`src/sv/atbfc_pkg.sv`:
```
// Shared types, codes and helpers for the audio triple buffer fill control block.
// Depends on nothing; every other file of the block refers to it by scoped names.
`default_nettype none

package atbfc_pkg;

   localparam int unsigned LEN_W        = 18;
   localparam int unsigned ADDR_W       = 24;
   localparam int unsigned OFS_OUT_W    = 15;
   localparam int unsigned BYTES_OUT_W  = 14;
   localparam int unsigned REQ_TDATA_W  = 48;
   localparam int unsigned RSP_TDATA_W  = 80;
   localparam int unsigned CSR_ADDR_W   = 3;
   localparam int unsigned CSR_DATA_W   = 32;
   localparam int unsigned RESULT_DEPTH = 4;

   // Input word kinds carried on the request tuser.
   localparam logic [1:0] MODE_LENGTH = 2'd0;
   localparam logic [1:0] MODE_UPDATE = 2'd1;
   localparam logic [1:0] MODE_STOP   = 2'd2;

   // Result word kinds carried on the response tuser.
   localparam logic [1:0] ACT_COPY    = 2'd0;
   localparam logic [1:0] ACT_SILENCE = 2'd1;
   localparam logic [1:0] ACT_STATUS  = 2'd2;

   // Finished-section code meaning that no section ended.
   localparam logic [1:0] SEC_NONE = 2'd3;

   localparam logic [LEN_W-1:0]  LEN_MASK  = 18'h3FFF8;
   localparam logic [ADDR_W-1:0] ADDR_MASK = 24'hFFFFF8;

   // Word index of the alternate-microcode register on the register port.
   localparam logic CSR_IDX_ALT_UCODE = 1'b0;

   typedef enum logic [1:0] {
      SEC_EMPTY,
      SEC_PLAYING,
      SEC_HALF,
      SEC_FULL
   } sec_status_type;

   typedef enum logic [3:0] {
      S_IDLE,
      S_LW_SETUP,
      S_LW_HALF,
      S_LW_FULL,
      S_FILL,
      S_UT_SILENCE,
      S_UT_PLAY,
      S_STOP,
      S_FINISH,
      S_SEND
   } fsm_state_type;

   typedef struct packed {
      logic [1:0]             action;
      logic [OFS_OUT_W-1:0]   dest_offset;
      logic [ADDR_W-1:0]      source_address;
      logic [BYTES_OUT_W-1:0] byte_count;
      logic                   raise_interrupt;
      logic                   fifo_full;
      logic [LEN_W-1:0]       remaining_length;
   } rsp_entry_type;

   typedef struct packed {
      logic           emit;
      rsp_entry_type  entry;
      sec_status_type status;
      logic [LEN_W-1:0]  pending;
      logic [ADDR_W-1:0] read_ptr;
      logic           fifo_full;
   } fill_result_type;

   typedef struct packed {
      logic wr_en;
      logic send;
   } buf_ctrl_type;

   typedef struct packed {
      logic empty;
      logic drained;
   } buf_status_type;

   // Sum of two section numbers, each below three, modulo three.
   function automatic logic [1:0] add_mod3(input logic [1:0] a, input logic [1:0] b);
      logic [2:0] sum;
      sum = {1'b0, a} + {1'b0, b};
      if (sum >= 3'd3) begin
         sum = sum - 3'd3;
      end
      return sum[1:0];
   endfunction

endpackage

`default_nettype wire

```
`src/sv/atbfc_fill_unit.sv`:
```
// Shared fill unit: works out one section fill (copy size, offset, new counts).
// Depends on atbfc_pkg.
`default_nettype none

module atbfc_fill_unit #(
   parameter int unsigned SECTION_BYTES = 8192,
   parameter int unsigned SB_W          = 14,
   parameter int unsigned OFS_W         = 15
) (
   input  wire logic [1:0]                  sec,
   input  var  atbfc_pkg::sec_status_type   status,
   input  wire logic [atbfc_pkg::LEN_W-1:0] pending,
   input  wire logic [SB_W-1:0]             space,
   input  wire logic [atbfc_pkg::ADDR_W-1:0] read_ptr,
   input  wire logic                        fifo_full,
   input  wire logic                        alt_mode,
   output atbfc_pkg::fill_result_type       result,
   output logic [SB_W-1:0]                  space_out
);

   localparam logic [atbfc_pkg::LEN_W-1:0] SB_LEN   = atbfc_pkg::LEN_W'(SECTION_BYTES);
   localparam logic [SB_W-1:0]             SB_SPACE = SB_W'(SECTION_BYTES);
   localparam logic [OFS_W-1:0]            SB_OFS   = OFS_W'(SECTION_BYTES);

   logic [OFS_W-1:0]                sec_base;
   logic [OFS_W-1:0]                sec_end;
   logic [OFS_W-1:0]                dest;
   logic [SB_W-1:0]                 n;
   logic                            copied;
   logic                            irq;
   logic [atbfc_pkg::LEN_W-1:0]     space_len;

   assign sec_base  = OFS_W'(sec) * SB_OFS;
   assign sec_end   = sec_base + SB_OFS;
   assign space_len = atbfc_pkg::LEN_W'(space);

   always_comb begin
      result           = '0;
      result.status    = status;
      result.pending   = pending;
      result.read_ptr  = read_ptr;
      result.fifo_full = fifo_full;
      result.entry.action = atbfc_pkg::ACT_STATUS;
      space_out        = space;
      n                = '0;
      dest             = '0;
      copied           = 1'b0;
      irq              = 1'b0;

      if (!alt_mode && (pending == '0)) begin
         // Nothing left to copy: report and drop the fifo-full flag.
         result.fifo_full                  = 1'b0;
         result.emit                       = 1'b1;
         result.entry.raise_interrupt      = 1'b1;
         result.entry.fifo_full            = 1'b0;
         result.entry.remaining_length     = pending;
      end else begin
         case (status)
            atbfc_pkg::SEC_EMPTY: begin
               dest   = sec_base;
               copied = 1'b1;
               if (pending >= SB_LEN) begin
                  n              = SB_SPACE;
                  result.status  = atbfc_pkg::SEC_FULL;
                  result.pending = pending - SB_LEN;
               end else begin
                  n              = SB_W'(pending);
                  result.status  = atbfc_pkg::SEC_HALF;
                  space_out      = SB_SPACE - SB_W'(pending);
                  result.pending = '0;
               end
            end
            atbfc_pkg::SEC_HALF: begin
               dest   = sec_end - OFS_W'(space);
               copied = 1'b1;
               if (pending >= space_len) begin
                  n              = space;
                  result.status  = atbfc_pkg::SEC_FULL;
                  result.pending = pending - space_len;
               end else begin
                  n              = SB_W'(pending);
                  space_out      = space - SB_W'(pending);
                  result.pending = '0;
               end
            end
            default: begin
            end
         endcase

         if (copied) begin
            result.read_ptr = read_ptr + atbfc_pkg::ADDR_W'(n);
         end
         if (!alt_mode && (result.pending == '0)) begin
            result.fifo_full = 1'b0;
            irq              = 1'b1;
         end
         if (copied || irq) begin
            result.emit                   = 1'b1;
            result.entry.action           = copied ? atbfc_pkg::ACT_COPY
                                                   : atbfc_pkg::ACT_STATUS;
            result.entry.dest_offset      = atbfc_pkg::OFS_OUT_W'(dest);
            result.entry.source_address   = copied ? read_ptr : '0;
            result.entry.byte_count       = atbfc_pkg::BYTES_OUT_W'(n);
            result.entry.raise_interrupt  = irq;
            result.entry.fifo_full        = result.fifo_full;
            result.entry.remaining_length = result.pending;
         end
      end
   end

endmodule

`default_nettype wire

```
`src/sv/atbfc_result_buffer.sv`:
```
// Result buffer: holds the words of one input and plays them out on the response stream.
// Depends on atbfc_pkg.
`default_nettype none

module atbfc_result_buffer (
   input  wire logic                                clock,
   input  wire logic                                reset,
   input  var  atbfc_pkg::buf_ctrl_type             ctrl,
   input  var  atbfc_pkg::rsp_entry_type            wr_entry,
   input  wire logic                                play_active,
   output atbfc_pkg::buf_status_type                status,
   output logic                                     rsp_tvalid,
   input  wire logic                                rsp_tready,
   output logic [atbfc_pkg::RSP_TDATA_W-1:0]        rsp_tdata,
   output logic [1:0]                               rsp_tuser,
   output logic                                     rsp_tlast
);

   localparam int unsigned IDX_W = $clog2(atbfc_pkg::RESULT_DEPTH);
   localparam int unsigned CNT_W = $clog2(atbfc_pkg::RESULT_DEPTH + 1);

   atbfc_pkg::rsp_entry_type entries_ff [atbfc_pkg::RESULT_DEPTH];
   atbfc_pkg::rsp_entry_type rd_entry;

   logic [CNT_W-1:0] cnt_ff, cnt_in;
   logic [IDX_W-1:0] rd_ff, rd_in;
   logic             sending_ff, sending_in;
   logic             is_last;
   logic             take;
   logic             wr_ok;

   assign rd_entry = entries_ff[rd_ff];
   assign is_last  = ((CNT_W'(rd_ff) + CNT_W'(1)) == cnt_ff);
   assign take     = sending_ff & rsp_tready;
   assign wr_ok    = ctrl.wr_en & ~sending_ff;

   always_comb begin
      cnt_in     = cnt_ff;
      rd_in      = rd_ff;
      sending_in = sending_ff;
      if (wr_ok) begin
         cnt_in = cnt_ff + CNT_W'(1);
      end
      if (ctrl.send) begin
         sending_in = 1'b1;
      end
      if (take) begin
         if (is_last) begin
            sending_in = 1'b0;
            cnt_in     = '0;
            rd_in      = '0;
         end else begin
            rd_in = rd_ff + IDX_W'(1);
         end
      end
   end

   always_ff @(posedge clock) begin
      if (reset) begin
         cnt_ff     <= '0;
         rd_ff      <= '0;
         sending_ff <= 1'b0;
      end else begin
         cnt_ff     <= cnt_in;
         rd_ff      <= rd_in;
         sending_ff <= sending_in;
      end
   end

   always_ff @(posedge clock) begin
      if (wr_ok) begin
         entries_ff[cnt_ff[IDX_W-1:0]] <= wr_entry;
      end
   end

   assign status.empty   = (cnt_ff == '0);
   assign status.drained = take & is_last;

   assign rsp_tvalid = sending_ff;
   assign rsp_tlast  = is_last;
   assign rsp_tuser  = rd_entry.action;
   assign rsp_tdata  = {6'b0, play_active, rd_entry.remaining_length, rd_entry.fifo_full,
                        rd_entry.raise_interrupt, rd_entry.byte_count,
                        rd_entry.source_address, rd_entry.dest_offset};

endmodule

`default_nettype wire

```
`src/sv/audio_triple_buffer_fill_control_unit.sv`:
```
// Top level of the audio triple buffer fill control block: sequencer, state and register port.
// Depends on atbfc_pkg, atbfc_fill_unit and atbfc_result_buffer.
//
// Usage. The block keeps the status of a three-section playback ring and turns each
// request word into one to four result words. A request word carries its kind on
// req_tuser (length write, update tick or stop); a length write loads the pending
// byte count and source address and issues fill copies, an update tick silences the
// finished section and refills, a stop empties the ring. Each result word says
// whether to copy samples, silence a section or only report status; rsp_tlast marks
// the final word of a request.
// Timing. One request is worked on at a time and req_tready is low meanwhile. Fills
// go one per cycle through a single shared fill unit, and the result words of a
// request are only offered once its work is done. The words then leave at one
// per cycle while rsp_tready is high, and req_tready rises the cycle after the last
// word is taken. A stalled receiver simply holds the current word; nothing is lost.
// Reset empties every section, clears the counts, the play flag, the fifo-full flag
// and the register, with no clearing pass. The register is to be written through the
// csr_ port only while the block is idle; the block itself does not enforce this.
`default_nettype none

module audio_triple_buffer_fill_control_unit #(
   parameter int unsigned SECTION_BYTES = 8192
) (
   input  wire logic                                clock,
   input  wire logic                                reset,
   // Request stream.
   input  wire logic                                req_tvalid,
   output logic                                     req_tready,
   // tdata: length_word [17:0], dram_address [41:18], finished_section [43:42], zeros.
   input  wire logic [atbfc_pkg::REQ_TDATA_W-1:0]   req_tdata,
   // tuser: mode [1:0].
   input  wire logic [1:0]                          req_tuser,
   // Response stream.
   output logic                                     rsp_tvalid,
   input  wire logic                                rsp_tready,
   // tdata: dest_offset [14:0], source_address [38:15], byte_count [52:39],
   // raise_interrupt [53], fifo_full [54], remaining_length [72:55],
   // play_active [73], zeros.
   output logic [atbfc_pkg::RSP_TDATA_W-1:0]        rsp_tdata,
   // tuser: action [1:0].
   output logic [1:0]                               rsp_tuser,
   output logic                                     rsp_tlast,
   // Register port.
   input  wire logic                                csr_psel,
   input  wire logic                                csr_penable,
   input  wire logic                                csr_pwrite,
   input  wire logic [atbfc_pkg::CSR_ADDR_W-1:0]    csr_paddr,
   input  wire logic [atbfc_pkg::CSR_DATA_W-1:0]    csr_pwdata,
   output logic [atbfc_pkg::CSR_DATA_W-1:0]         csr_prdata,
   output logic                                     csr_pready
);

   // Free space in a section may equal a whole section; ring offsets reach three sections.
   localparam int unsigned SB_W  = $clog2(SECTION_BYTES + 1);
   localparam int unsigned OFS_W = $clog2(3 * SECTION_BYTES + 1);

   localparam int unsigned LEN_W  = atbfc_pkg::LEN_W;
   localparam int unsigned ADDR_W = atbfc_pkg::ADDR_W;

   atbfc_pkg::fsm_state_type  state_ff, state_in;

   // Ring state, as seen by the software driving the block.
   atbfc_pkg::sec_status_type status_ff [3];
   atbfc_pkg::sec_status_type status_in [3];
   logic [LEN_W-1:0]          pending_ff, pending_in;
   logic [ADDR_W-1:0]         rp_ff, rp_in;
   logic [SB_W-1:0]           space_ff, space_in;
   logic                      playback_ff, playback_in;
   logic                      fifo_ff, fifo_in;
   logic                      alt_ff, alt_in;

   // Fields of the request under work, and the queue of sections to fill.
   logic                      is_update_ff, is_update_in;
   logic [LEN_W-1:0]          len_ff, len_in;
   logic [ADDR_W-1:0]         addr_ff, addr_in;
   logic [1:0]                fin_ff, fin_in;
   logic [1:0]                start_ff, start_in;
   logic [1:0]                tgt_ff [3];
   logic [1:0]                tgt_in [3];
   logic [1:0]                tgt_cnt_ff, tgt_cnt_in;
   logic [1:0]                tgt_idx_ff, tgt_idx_in;

   // Section searches over the three status entries.
   logic [1:0]                start_calc;
   logic                      half_found;
   logic [1:0]                half_sec;
   logic [1:0]                half_cand;
   logic                      full_found;
   logic [1:0]                full_sec;
   logic [1:0]                full_cand;
   logic                      any_full;

   // Shared fill unit.
   logic [1:0]                   fill_sec;
   atbfc_pkg::fill_result_type   fill_res;
   logic [SB_W-1:0]              fill_space;
   logic                         fill_apply;

   // Result buffer.
   atbfc_pkg::buf_ctrl_type      buf_ctrl;
   atbfc_pkg::buf_status_type    buf_status;
   atbfc_pkg::rsp_entry_type     wr_entry;

   logic                         req_take;
   logic                         csr_wr;
   logic [OFS_W-1:0]             silence_dest;

   assign req_tready   = (state_ff == atbfc_pkg::S_IDLE);
   assign req_take     = req_tvalid & req_tready;
   assign csr_pready   = 1'b1;
   assign csr_wr       = csr_psel & csr_penable & csr_pwrite;
   assign csr_prdata   = (csr_paddr[2] == atbfc_pkg::CSR_IDX_ALT_UCODE)
                         ? {{(atbfc_pkg::CSR_DATA_W - 1){1'b0}}, alt_ff} : '0;
   assign silence_dest = OFS_W'(fin_ff) * OFS_W'(SECTION_BYTES);

   // A length write starts after the playing section; the last playing one found wins.
   always_comb begin
      start_calc = 2'd0;
      if (playback_ff) begin
         for (int i = 0; i < 3; i++) begin
            if (status_ff[i] == atbfc_pkg::SEC_PLAYING) begin
               start_calc = atbfc_pkg::add_mod3(2'(i), 2'd1);
            end
         end
      end
   end

   // First half-full and first full section, walking round from the start section.
   always_comb begin
      half_found = 1'b0;
      half_sec   = start_ff;
      half_cand  = start_ff;
      full_found = 1'b0;
      full_sec   = start_ff;
      full_cand  = start_ff;
      for (int i = 0; i < 3; i++) begin
         half_cand = atbfc_pkg::add_mod3(start_ff, 2'(i));
         if (!half_found && (status_ff[half_cand] == atbfc_pkg::SEC_HALF)) begin
            half_found = 1'b1;
            half_sec   = half_cand;
         end
         full_cand = atbfc_pkg::add_mod3(start_ff, 2'(i));
         if (!full_found && (status_ff[full_cand] == atbfc_pkg::SEC_FULL)) begin
            full_found = 1'b1;
            full_sec   = full_cand;
         end
      end
   end

   assign any_full = (status_ff[0] == atbfc_pkg::SEC_FULL) ||
                     (status_ff[1] == atbfc_pkg::SEC_FULL) ||
                     (status_ff[2] == atbfc_pkg::SEC_FULL);

   assign fill_sec   = (state_ff == atbfc_pkg::S_LW_HALF) ? half_sec : tgt_ff[tgt_idx_ff];
   assign fill_apply = ((state_ff == atbfc_pkg::S_LW_HALF) && half_found) ||
                       (state_ff == atbfc_pkg::S_FILL);

   atbfc_fill_unit #(
      .SECTION_BYTES (SECTION_BYTES),
      .SB_W          (SB_W),
      .OFS_W         (OFS_W)
   ) u_fill_unit (
      .sec       (fill_sec),
      .status    (status_ff[fill_sec]),
      .pending   (pending_ff),
      .space     (space_ff),
      .read_ptr  (rp_ff),
      .fifo_full (fifo_ff),
      .alt_mode  (alt_ff),
      .result    (fill_res),
      .space_out (fill_space)
   );

   atbfc_result_buffer u_result_buffer (
      .clock       (clock),
      .reset       (reset),
      .ctrl        (buf_ctrl),
      .wr_entry    (wr_entry),
      .play_active (playback_ff),
      .status      (buf_status),
      .rsp_tvalid  (rsp_tvalid),
      .rsp_tready  (rsp_tready),
      .rsp_tdata   (rsp_tdata),
      .rsp_tuser   (rsp_tuser),
      .rsp_tlast   (rsp_tlast)
   );

   // Next state of the sequencer.
   always_comb begin
      state_in = state_ff;
      case (state_ff)
         atbfc_pkg::S_IDLE: begin
            if (req_take) begin
               case (req_tuser)
                  atbfc_pkg::MODE_LENGTH: state_in = atbfc_pkg::S_LW_SETUP;
                  atbfc_pkg::MODE_UPDATE: state_in = atbfc_pkg::S_UT_SILENCE;
                  atbfc_pkg::MODE_STOP:   state_in = atbfc_pkg::S_STOP;
                  default:                state_in = atbfc_pkg::S_FINISH;
               endcase
            end
         end
         atbfc_pkg::S_LW_SETUP: state_in = atbfc_pkg::S_LW_HALF;
         atbfc_pkg::S_LW_HALF:  state_in = atbfc_pkg::S_LW_FULL;
         atbfc_pkg::S_LW_FULL:  state_in = atbfc_pkg::S_FILL;
         atbfc_pkg::S_FILL: begin
            if (tgt_idx_ff == (tgt_cnt_ff - 2'd1)) begin
               state_in = is_update_ff ? atbfc_pkg::S_UT_PLAY : atbfc_pkg::S_FINISH;
            end
         end
         atbfc_pkg::S_UT_SILENCE: begin
            state_in = (fin_ff != atbfc_pkg::SEC_NONE) ? atbfc_pkg::S_FILL
                                                       : atbfc_pkg::S_UT_PLAY;
         end
         atbfc_pkg::S_UT_PLAY: state_in = atbfc_pkg::S_FINISH;
         atbfc_pkg::S_STOP:    state_in = atbfc_pkg::S_FINISH;
         atbfc_pkg::S_FINISH:  state_in = atbfc_pkg::S_SEND;
         atbfc_pkg::S_SEND: begin
            if (buf_status.drained) begin
               state_in = atbfc_pkg::S_IDLE;
            end
         end
         default: state_in = atbfc_pkg::S_IDLE;
      endcase
   end

   // Datapath updates and result words for each sequencer step.
   always_comb begin
      status_in    = status_ff;
      pending_in   = pending_ff;
      rp_in        = rp_ff;
      space_in     = space_ff;
      playback_in  = playback_ff;
      fifo_in      = fifo_ff;
      alt_in       = alt_ff;
      is_update_in = is_update_ff;
      len_in       = len_ff;
      addr_in      = addr_ff;
      fin_in       = fin_ff;
      start_in     = start_ff;
      tgt_in       = tgt_ff;
      tgt_cnt_in   = tgt_cnt_ff;
      tgt_idx_in   = tgt_idx_ff;
      buf_ctrl     = '0;
      wr_entry     = '0;
      wr_entry.action           = atbfc_pkg::ACT_STATUS;
      wr_entry.fifo_full        = fifo_ff;
      wr_entry.remaining_length = pending_ff;

      if (csr_wr && (csr_paddr[2] == atbfc_pkg::CSR_IDX_ALT_UCODE)) begin
         alt_in = csr_pwdata[0];
      end

      case (state_ff)
         atbfc_pkg::S_IDLE: begin
            if (req_take) begin
               is_update_in = (req_tuser == atbfc_pkg::MODE_UPDATE);
               len_in       = req_tdata[LEN_W-1:0];
               addr_in      = req_tdata[LEN_W +: ADDR_W];
               fin_in       = req_tdata[LEN_W + ADDR_W +: 2];
            end
         end
         atbfc_pkg::S_LW_SETUP: begin
            if (!alt_ff) begin
               fifo_in = 1'b1;
            end
            pending_in = len_ff & atbfc_pkg::LEN_MASK;
            rp_in      = addr_ff & atbfc_pkg::ADDR_MASK;
            start_in   = start_calc;
         end
         atbfc_pkg::S_LW_FULL: begin
            tgt_idx_in = 2'd0;
            if (full_found) begin
               // Fill the two sections that follow the full one.
               tgt_in[0]  = atbfc_pkg::add_mod3(full_sec, 2'd1);
               tgt_in[1]  = atbfc_pkg::add_mod3(full_sec, 2'd2);
               tgt_cnt_in = 2'd2;
            end else begin
               tgt_in[0]  = start_ff;
               tgt_in[1]  = atbfc_pkg::add_mod3(start_ff, 2'd1);
               tgt_in[2]  = atbfc_pkg::add_mod3(start_ff, 2'd2);
               tgt_cnt_in = 2'd3;
            end
         end
         atbfc_pkg::S_FILL: begin
            tgt_idx_in = tgt_idx_ff + 2'd1;
         end
         atbfc_pkg::S_UT_SILENCE: begin
            tgt_idx_in = 2'd0;
            if (fin_ff != atbfc_pkg::SEC_NONE) begin
               // Silence the finished section, move playback on, then refill.
               status_in[fin_ff]                          = atbfc_pkg::SEC_EMPTY;
               status_in[atbfc_pkg::add_mod3(fin_ff, 2'd1)] = atbfc_pkg::SEC_PLAYING;
               buf_ctrl.wr_en          = 1'b1;
               wr_entry.action         = atbfc_pkg::ACT_SILENCE;
               wr_entry.dest_offset    = atbfc_pkg::OFS_OUT_W'(silence_dest);
               wr_entry.byte_count     = atbfc_pkg::BYTES_OUT_W'(SECTION_BYTES);
               tgt_in[0]  = atbfc_pkg::add_mod3(fin_ff, 2'd2);
               tgt_in[1]  = fin_ff;
               tgt_cnt_in = 2'd2;
            end
         end
         atbfc_pkg::S_UT_PLAY: begin
            if (!playback_ff && any_full) begin
               playback_in = 1'b1;
            end
         end
         atbfc_pkg::S_STOP: begin
            for (int i = 0; i < 3; i++) begin
               status_in[i] = atbfc_pkg::SEC_EMPTY;
            end
            playback_in              = 1'b0;
            fifo_in                  = 1'b0;
            buf_ctrl.wr_en           = 1'b1;
            wr_entry.raise_interrupt = 1'b1;
            wr_entry.fifo_full       = 1'b0;
         end
         atbfc_pkg::S_FINISH: begin
            // A request that produced nothing still answers with one status word.
            buf_ctrl.send  = 1'b1;
            buf_ctrl.wr_en = buf_status.empty;
         end
         default: begin
         end
      endcase

      if (fill_apply) begin
         status_in[fill_sec] = fill_res.status;
         pending_in          = fill_res.pending;
         rp_in               = fill_res.read_ptr;
         fifo_in             = fill_res.fifo_full;
         space_in            = fill_space;
         buf_ctrl.wr_en      = fill_res.emit;
         wr_entry            = fill_res.entry;
      end
   end

   always_ff @(posedge clock) begin
      if (reset) begin
         state_ff    <= atbfc_pkg::S_IDLE;
         for (int i = 0; i < 3; i++) begin
            status_ff[i] <= atbfc_pkg::SEC_EMPTY;
         end
         pending_ff  <= '0;
         rp_ff       <= '0;
         space_ff    <= '0;
         playback_ff <= 1'b0;
         fifo_ff     <= 1'b0;
         alt_ff      <= 1'b0;
      end else begin
         state_ff    <= state_in;
         status_ff   <= status_in;
         pending_ff  <= pending_in;
         rp_ff       <= rp_in;
         space_ff    <= space_in;
         playback_ff <= playback_in;
         fifo_ff     <= fifo_in;
         alt_ff      <= alt_in;
      end
   end

   always_ff @(posedge clock) begin
      is_update_ff <= is_update_in;
      len_ff       <= len_in;
      addr_ff      <= addr_in;
      fin_ff       <= fin_in;
      start_ff     <= start_in;
      tgt_ff       <= tgt_in;
      tgt_cnt_ff   <= tgt_cnt_in;
      tgt_idx_ff   <= tgt_idx_in;
   end

endmodule

`default_nettype wire

```
`config.mk`:
```
export PLATFORM = sky130hd
export DESIGN_NAME = audio_triple_buffer_fill_control_unit
export DESIGN_NICKNAME = d
export VERILOG_FILES = /design/src/sv/atbfc_pkg.sv /design/src/sv/atbfc_fill_unit.sv /design/src/sv/atbfc_result_buffer.sv /design/src/sv/audio_triple_buffer_fill_control_unit.sv
export SDC_FILE = /design/constraint.sdc
export NUM_CORES = 1
export LEC_CHECK = 0
export ABC_AREA = 1
export BUFFER_PORTS_ARGS = -buffer_cell sky130_fd_sc_hd__buf_2
export CORE_ASPECT_RATIO = 0.9
export CORE_MARGIN = 2
export CORE_UTILIZATION = 35
export DETAILED_ROUTE_END_ITERATION = 8
export MAX_ROUTING_LAYER = met4
export PLACE_DENSITY = 0.54
export SYNTH_ARGS = -nofsm -noshare
export SYNTH_HDL_FRONTEND = slang
export SYNTH_SLANG_ARGS = --single-unit
```
`constraint.sdc`:
```
create_clock -name clock -period 8.1 [get_ports clock]
set_clock_uncertainty 0.1 [all_clocks]
set_input_delay 1.62 -clock clock [delete_from_list [all_inputs] [get_ports clock]]
set_output_delay 1.62 -clock clock [all_outputs]
set_load 0.01 [all_outputs]
```
==> flow_metrics.tcl, run 1 <==
set metrics [dict create \
    nFillCells 6015 \
    fin_crit_ps 6470 \
    syn-mean-instance-area_um2 9.62 \
    synth_top_family_by_area "simple AND/OR/NAND/NOR gates" \
    grt_setup_unrepaired "no" \
    hold_path_end "rp_ff[0]$_SDFFE_PP0P_" \
    drtAntennaViolNets 0 \
    worst_setup_path_end_kind "register" \
    outcome "complete, no violations" \
    relSlewSlack_pct 23.2 \
    clock-root-buffer "clkbuf_16" \
    async_flop_share_pct 0 \
    wl_per_cell_um 19.4 \
    hold_violations 0 \
    synth-simple-area-share_pct 17.4 \
    power.leakage_uw 0.00912 \
    synth_common_cells "edfxtp_1, nor2_1, nand2_1" \
    drcViolationCount 0 \
    cp_top_family "simple AND/OR/NAND/NOR gates" \
    finalSetupViolCount 0 \
    die_y_um 240 \
    core_region_area_um2 61100 \
    synth_largest_area_cell "edfxtp_1" \
    critPathRequiredTime_ps 8440 \
    initial_core_util_pct 35.4 \
    maxCapViolations 0 \
    holdPathStages 2 \
    ys_seq_area_share_pct 55.8 \
    ir_drop_uv 317 \
    crit_fanout 21 \
    synth_edf_count 350 \
    dp.cells 3085 \
    die_w_um 266 \
    slowest_delay_ps 500 \
    dr.pass1.iters 5 \
    insertion_delay_ps 600 \
    gp_congestion 0.951 \
    cts_max_path_buffers 3 \
    hold_buffers 0 \
    synth_compound_area_share_pct 14.8 \
    startpoint_type "register" \
    muxShareOfSynthArea_pct 0 \
    setup_tns_ps 0 \
    hold_ws_ps 414 \
    syn_area_um2 21600 \
    routed_wl_um 61600 \
    hp-start "rp_ff[0]$_SDFFE_PP0P_" \
    antenna_found_initial 2 \
    rows 86 \
    r2r-start "start_ff[0]$_SDFFCE_PP0P_" \
    total_power_uw 11300 \
    grt_usage_pct 19.7 \
    vias_per_cell 5.25 \
    hpwl_um 41700 \
    reg2reg_to "space_ff[12]$_SDFFE_PP0P_" \
    ios 210 \
    drv_slew 0 \
    postCtsSetupBuffers 0 \
    yosys_warnings 0 \
    drt_iter0_drc 1346 \
    cts_tree "built" \
    finalCritPeriodShare_pct 79.8 \
    p_per_area_nw_per_um2 461 \
    yosys.area_share.adder_pct 3.64 \
    cts_buffers 48 \
    regToRegSetupSlack_ps 1630 \
    overflow 0 \
    grt_max_degree 83 \
    syn2layout_area_growth_pct 13.1 \
    rr_worst_depth 35 \
    cts_htree_levels 2 \
    synth_xor_area_share_pct 1.34 \
    ys_types 66 \
    worst_slew_pin_slew_ps 1150 \
    final_core_util_pct 40.0 \
    drive_above_1_share_pct 14.2 \
    cts.sinks 427 \
    synth_flop_cell "edfxtp_1" \
    layout.nets 2496 \
    yosys.area.top_type_share_pct 48.6 \
    dieArea_um2 63700 \
    clkTransAtPathRegs_ps 60 \
    hold_class "reg2reg" \
    netlist_instances 2245 \
    cts_resized 0 \
    vias 16658 \
    grt_first_pass_wirelength_um 94100 \
    instances_no_fill 3175 \
    yosys_register_bits 427 \
    max_freq_mhz 155 \
    path_class "reg2reg" \
    cp.arrival_ps 6810 \
    grt_pass1_vias 15786 \
    synth.most_common_cell "edfxtp_1" \
    synthTopCellsByArea "edfxtp_1, dfxtp_1, o21ai_0" \
    cp_slowest_cell "ha_1" \
    portBuffers 128 \
    path_buf_inv 6 \
]
-- routing by layer --
layer / share of wire [%] / GRT usage, % / up-vias
met5: 0 / - / -
met1: 47 / 27.7 / 8055
li1: - / - / 8010
met2: 45 / 30.2 / 515
met4: 2.2 / 5.21 / 0
met3: 5.8 / 2.45 / 78
-- registers in the layout (all words and copies together) (netlist names), named ones only --
| signal | count |
|---|---|
| tgt_ff | 6 |
| start_ff | 2 |
| fin_ff | 2 |
| fifo_ff | 1 |
| u_result_buffer.rd_ff | 2 |
| is_update_ff | 1 |
| state_ff | 4 |
| space_ff | 14 |
| len_ff | 15 |
| addr_ff | 21 |
| alt_ff | 1 |
| u_result_buffer.cnt_ff | 3 |
| rp_ff | 24 |
| pending_ff | 18 |
| playback_ff | 1 |
| status_ff | 6 |
| tgt_idx_ff | 2 |
| u_result_buffer.rsp_tvalid | 1 |
| u_result_buffer.entries_ff | 300 |
| tgt_cnt_ff | 1 |
-- where the power goes --
part / total [uW] / switching [uW] / internal [uW]
sequential: 3340 / 279 / 3060
combinational: 5780 / 4060 / 1720
clock: 2140 / 896 / 1240
-- per-stage QoR --
step / setup WS [ps] / area (um2)
2_1_floorplan: 1240 / 21700
3_3_place_gp: 1810 / 22900
3_5_place_dp: 1810 / 22900
4_1_cts: 1770 / 24400
5_1_grt: 1160 / 24400
6_report: 1630 / 24400
-- placed cells by master, fill, tap and decap left out, types with 38 or more instances in the layout --
master	instances
edfxtp_1	350
nor2_1	297
nand2_1	274
o21ai_0	255
inv_1	179
a21oi_1	135
buf_2	128
nand3_1	104
o22ai_1	92
dfxtp_1	75
ha_1	58
clkbuf_16	49
conb_1	38
-- worst max path at each step --
stage,startpoint,endpoint,cells past startpoint
6_report,start_ff[0]$_SDFFCE_PP0P_,space_ff[12]$_SDFFE_PP0P_,35
3_5_place_dp,start_ff[0]$_SDFFCE_PP0P_,space_ff[12]$_SDFFE_PP0P_,35
5_1_grt,start_ff[0]$_SDFFCE_PP0P_,space_ff[12]$_SDFFE_PP0P_,35
4_1_cts,start_ff[0]$_SDFFCE_PP0P_,space_ff[12]$_SDFFE_PP0P_,35
2_1_floorplan,start_ff[0]$_SDFFCE_PP0P_,u_result_buffer.entries_ff[0][0]$_DFFE_PP_,30
3_3_place_gp,start_ff[0]$_SDFFCE_PP0P_,space_ff[12]$_SDFFE_PP0P_,35
-- area by class of cell --
| class | count | area [um2] | area share, % |
|---|---|---|---|
| well taps | 792 | 991 | 4.05 |
| multi-input cells | 1520 | 8230 | 33.6 |
| clock inverters | 29 | 287 | 1.17 |
| diodes | 1 | 2.50 | 0.0102 |
| inverters | 196 | 744 | 3.05 |
| clock buffers | 60 | 1270 | 5.19 |
| flip-flops and latches | 427 | 12100 | 49.3 |
| repair buffers | 150 | 868 | 3.55 |
-- worst register-to-register path: cells and delay by family (launching register included) --
kind	cells	cell delay [ps]
compound gates	11	1840
simple gates	15	1930
fa+ha+maj	3	1140
buf+inv	6	840
flops	1	490
-- cell families after synthesis --
| kind of cell | count (synthesis) |
|---|---|
| simple gates | 825 |
| compound gates | 563 |
| flops | 427 |
| buf+inv | 334 |
| fa+ha+maj | 61 |
| xor+xnor | 33 |
| other cells | 2 |
Power figures use the tool's default switching activity.
==> run 2: changes to the inputs <==
--- a/config.mk
+++ b/config.mk
@@ -12,7 +12,7 @@
 export CORE_UTILIZATION = 35
 export DETAILED_ROUTE_END_ITERATION = 8
 export MAX_ROUTING_LAYER = met4
-export PLACE_DENSITY = 0.54
+export PLACE_DENSITY = 0.56
 export SYNTH_ARGS = -nofsm -noshare
 export SYNTH_HDL_FRONTEND = slang
 export SYNTH_SLANG_ARGS = --single-unit
==> constraint.sdc (replaced) <==
create_clock -name clock -period 5.3 [get_ports clock]
set_clock_uncertainty 0.1 [all_clocks]
set_input_delay 1.06 -clock clock [delete_from_list [all_inputs] [get_ports clock]]
set_output_delay 1.06 -clock clock [all_outputs]
set_load 0.01 [all_outputs]
==> flow_metrics.tcl, run 2 (synthesis results as in run 1) <==
set metrics [dict create \
    cts_max_path_buffers 3 \
    antenna_found_initial 3 \
    die_y_um 240 \
    cp_slowest_cell "edfxtp_1" \
    dieArea_um2 63700 \
    insertion_delay_ps 600 \
    wl_met3_um 2720 \
    vias 16993 \
    drv_slew 0 \
    rr_worst_depth 36 \
    pre_cts_ws_ps 145 \
    finalSetupViolCount 0 \
    clkTransAtPathRegs_ps 60 \
    outcome "complete, no violations" \
    path_class "reg2reg" \
    vias_per_cell 5.21 \
    maxCapViolations 0 \
    holdPathStages 2 \
    drtAntennaViolNets 0 \
    drcViolationCount 0 \
    core_region_area_um2 61100 \
    hold_buffers 0 \
    path_buf_inv 7 \
    clock-root-buffer "clkbuf_16" \
    routed_wl_um 63700 \
    ios 210 \
    dpl-instance-area_um2 23800 \
    r2r-start "start_ff[1]$_SDFFCE_PP0P_" \
    grt_max_degree 110 \
    grt_first_pass_wirelength_um 96600 \
    dr.pass1.iters 5 \
    dr_wl_met2_um 28800 \
    worst_slack_ps 381 \
    overflow 0 \
    cts_htree_levels 2 \
    hold_violations 0 \
    rows 86 \
    p_per_area_nw_per_um2 719 \
    slowest_delay_ps 470 \
    fin_area_um2 25500 \
    hold_path_end "rp_ff[0]$_SDFFE_PP0P_" \
    mostFrequentLayoutCells "edfxtp_1, nor2_1, nand2_1" \
    largest_reg_flops 300 \
    hp-start "rp_ff[0]$_SDFFE_PP0P_" \
    crit_fanout 7 \
    hold_class "reg2reg" \
    grt_usage_pct 20.3 \
    portBuffers 128 \
    instances_no_fill 3261 \
    wl_per_cell_um 19.5 \
    grt_pass1_vias 15886 \
    fin_crit_ps 4920 \
    hpwl_um 45300 \
    worst_slew_pin_slew_ps 1350 \
    max_freq_mhz 203 \
    dp.cells 3175 \
    relSlewSlack_pct 9.91 \
    postCtsSetupBuffers 0 \
    worst_setup_path_end_kind "register" \
    reg2reg_to "rp_ff[16]$_SDFFE_PP0P_" \
    top_layer "met4" \
    ir_drop_uv 558 \
    power.leakage_uw 0.00966 \
    cts_tree "built" \
    gp_congestion 0.915 \
    regToRegSetupSlack_ps 380 \
    initial_core_util_pct 35.4 \
    wl_met1_um 31100 \
    cts.sinks 427 \
    drt_iter0_drc 1394 \
    final_core_util_pct 41.7 \
    syn2layout_area_growth_pct 17.9 \
    layout.nets 2585 \
    startpoint_type "register" \
    cp_top_family "simple AND/OR/NAND/NOR gates" \
    cp.arrival_ps 5330 \
    cts_buffers 47 \
    drive_above_1_share_pct 17.9 \
    critPathRequiredTime_ps 5710 \
    die_w_um 266 \
    finalCritPeriodShare_pct 92.8 \
    final_common_cell "edfxtp_1" \
]
-- run 2: cell count changes in the layout (fill, tap and decap cells not counted), sizes merged --
cell	before	now
buf	150	240
clkbuf	60	53
bufinv	4	6
clkinvlp	2	3
-- run 2: metal layers --
layer | vias up | GRT usage [%]
met5 | - | -
met4 | 0 | 4.48
met3 | 69 | 2.34
met2 | 425 | 31.0
met1 | 8306 | 29.0
li1 | 8193 | -
-- run 2: tightest hold or removal path, delay by kind of cell (launching register included) --
kind,cells,cell delay (ps)
buf+inv,1,70
compound gates,1,60
flops,1,310
-- run 2: area by class of cell --
cell class,instances,area (um2)
diodes,1,2.50
clock buffers,53,1220
clock inverters,32,368
fillers,5887,35700
inverters,196,744
multi-input cells,1520,8270
flip-flops and latches,427,12100
well taps,792,991
repair buffers,240,1810
-- run 2: how the worst max path moves through the flow --
stage | from | to | slack, ps | cells past startpoint
CTS | start_ff[1]$_SDFFCE_PP0P_ | rp_ff[16]$_SDFFE_PP0P_ | 100 | 35
global route | start_ff[1]$_SDFFCE_PP0P_ | rp_ff[20]$_SDFFE_PP0P_ | -5 | 36
global placement | start_ff[1]$_SDFFCE_PP0P_ | rp_ff[16]$_SDFFE_PP0P_ | 160 | 37
finish | start_ff[1]$_SDFFCE_PP0P_ | rp_ff[16]$_SDFFE_PP0P_ | 380 | 36
detailed placement | start_ff[1]$_SDFFCE_PP0P_ | rp_ff[16]$_SDFFE_PP0P_ | 140 | 35
floorplan | start_ff[0]$_SDFFCE_PP0P_ | u_result_buffer.entries_ff[0][0]$_DFFE_PP_ | -320 | 30
-- run 2: what timing repair did --
item	in CTS	in global routing
hold endpoints to repair	0	0
setup endpoints to repair	0	24
gates resized for setup	0	15
-- run 2: where the power goes --
part           switching, uW  internal (uW)  leakage, uW  total [uW]
clock network           1410           1970     0.000768        3380
logic                   6530           3340      0.00511        9870
registers                398           4670      0.00378        5070
total                   8340           9970      0.00966       18300
-- run 2: through the flow --
stage                     total power [uW]  hold slack [ps]  setup TNS (ps)
after floorplan                      11200              353          -95950
after global placement               14800              379               0
after detailed placement             14900              381               0
after CTS                            18300              391               0
after global routing                 19600              418           -7.34
final                                18300              391               0
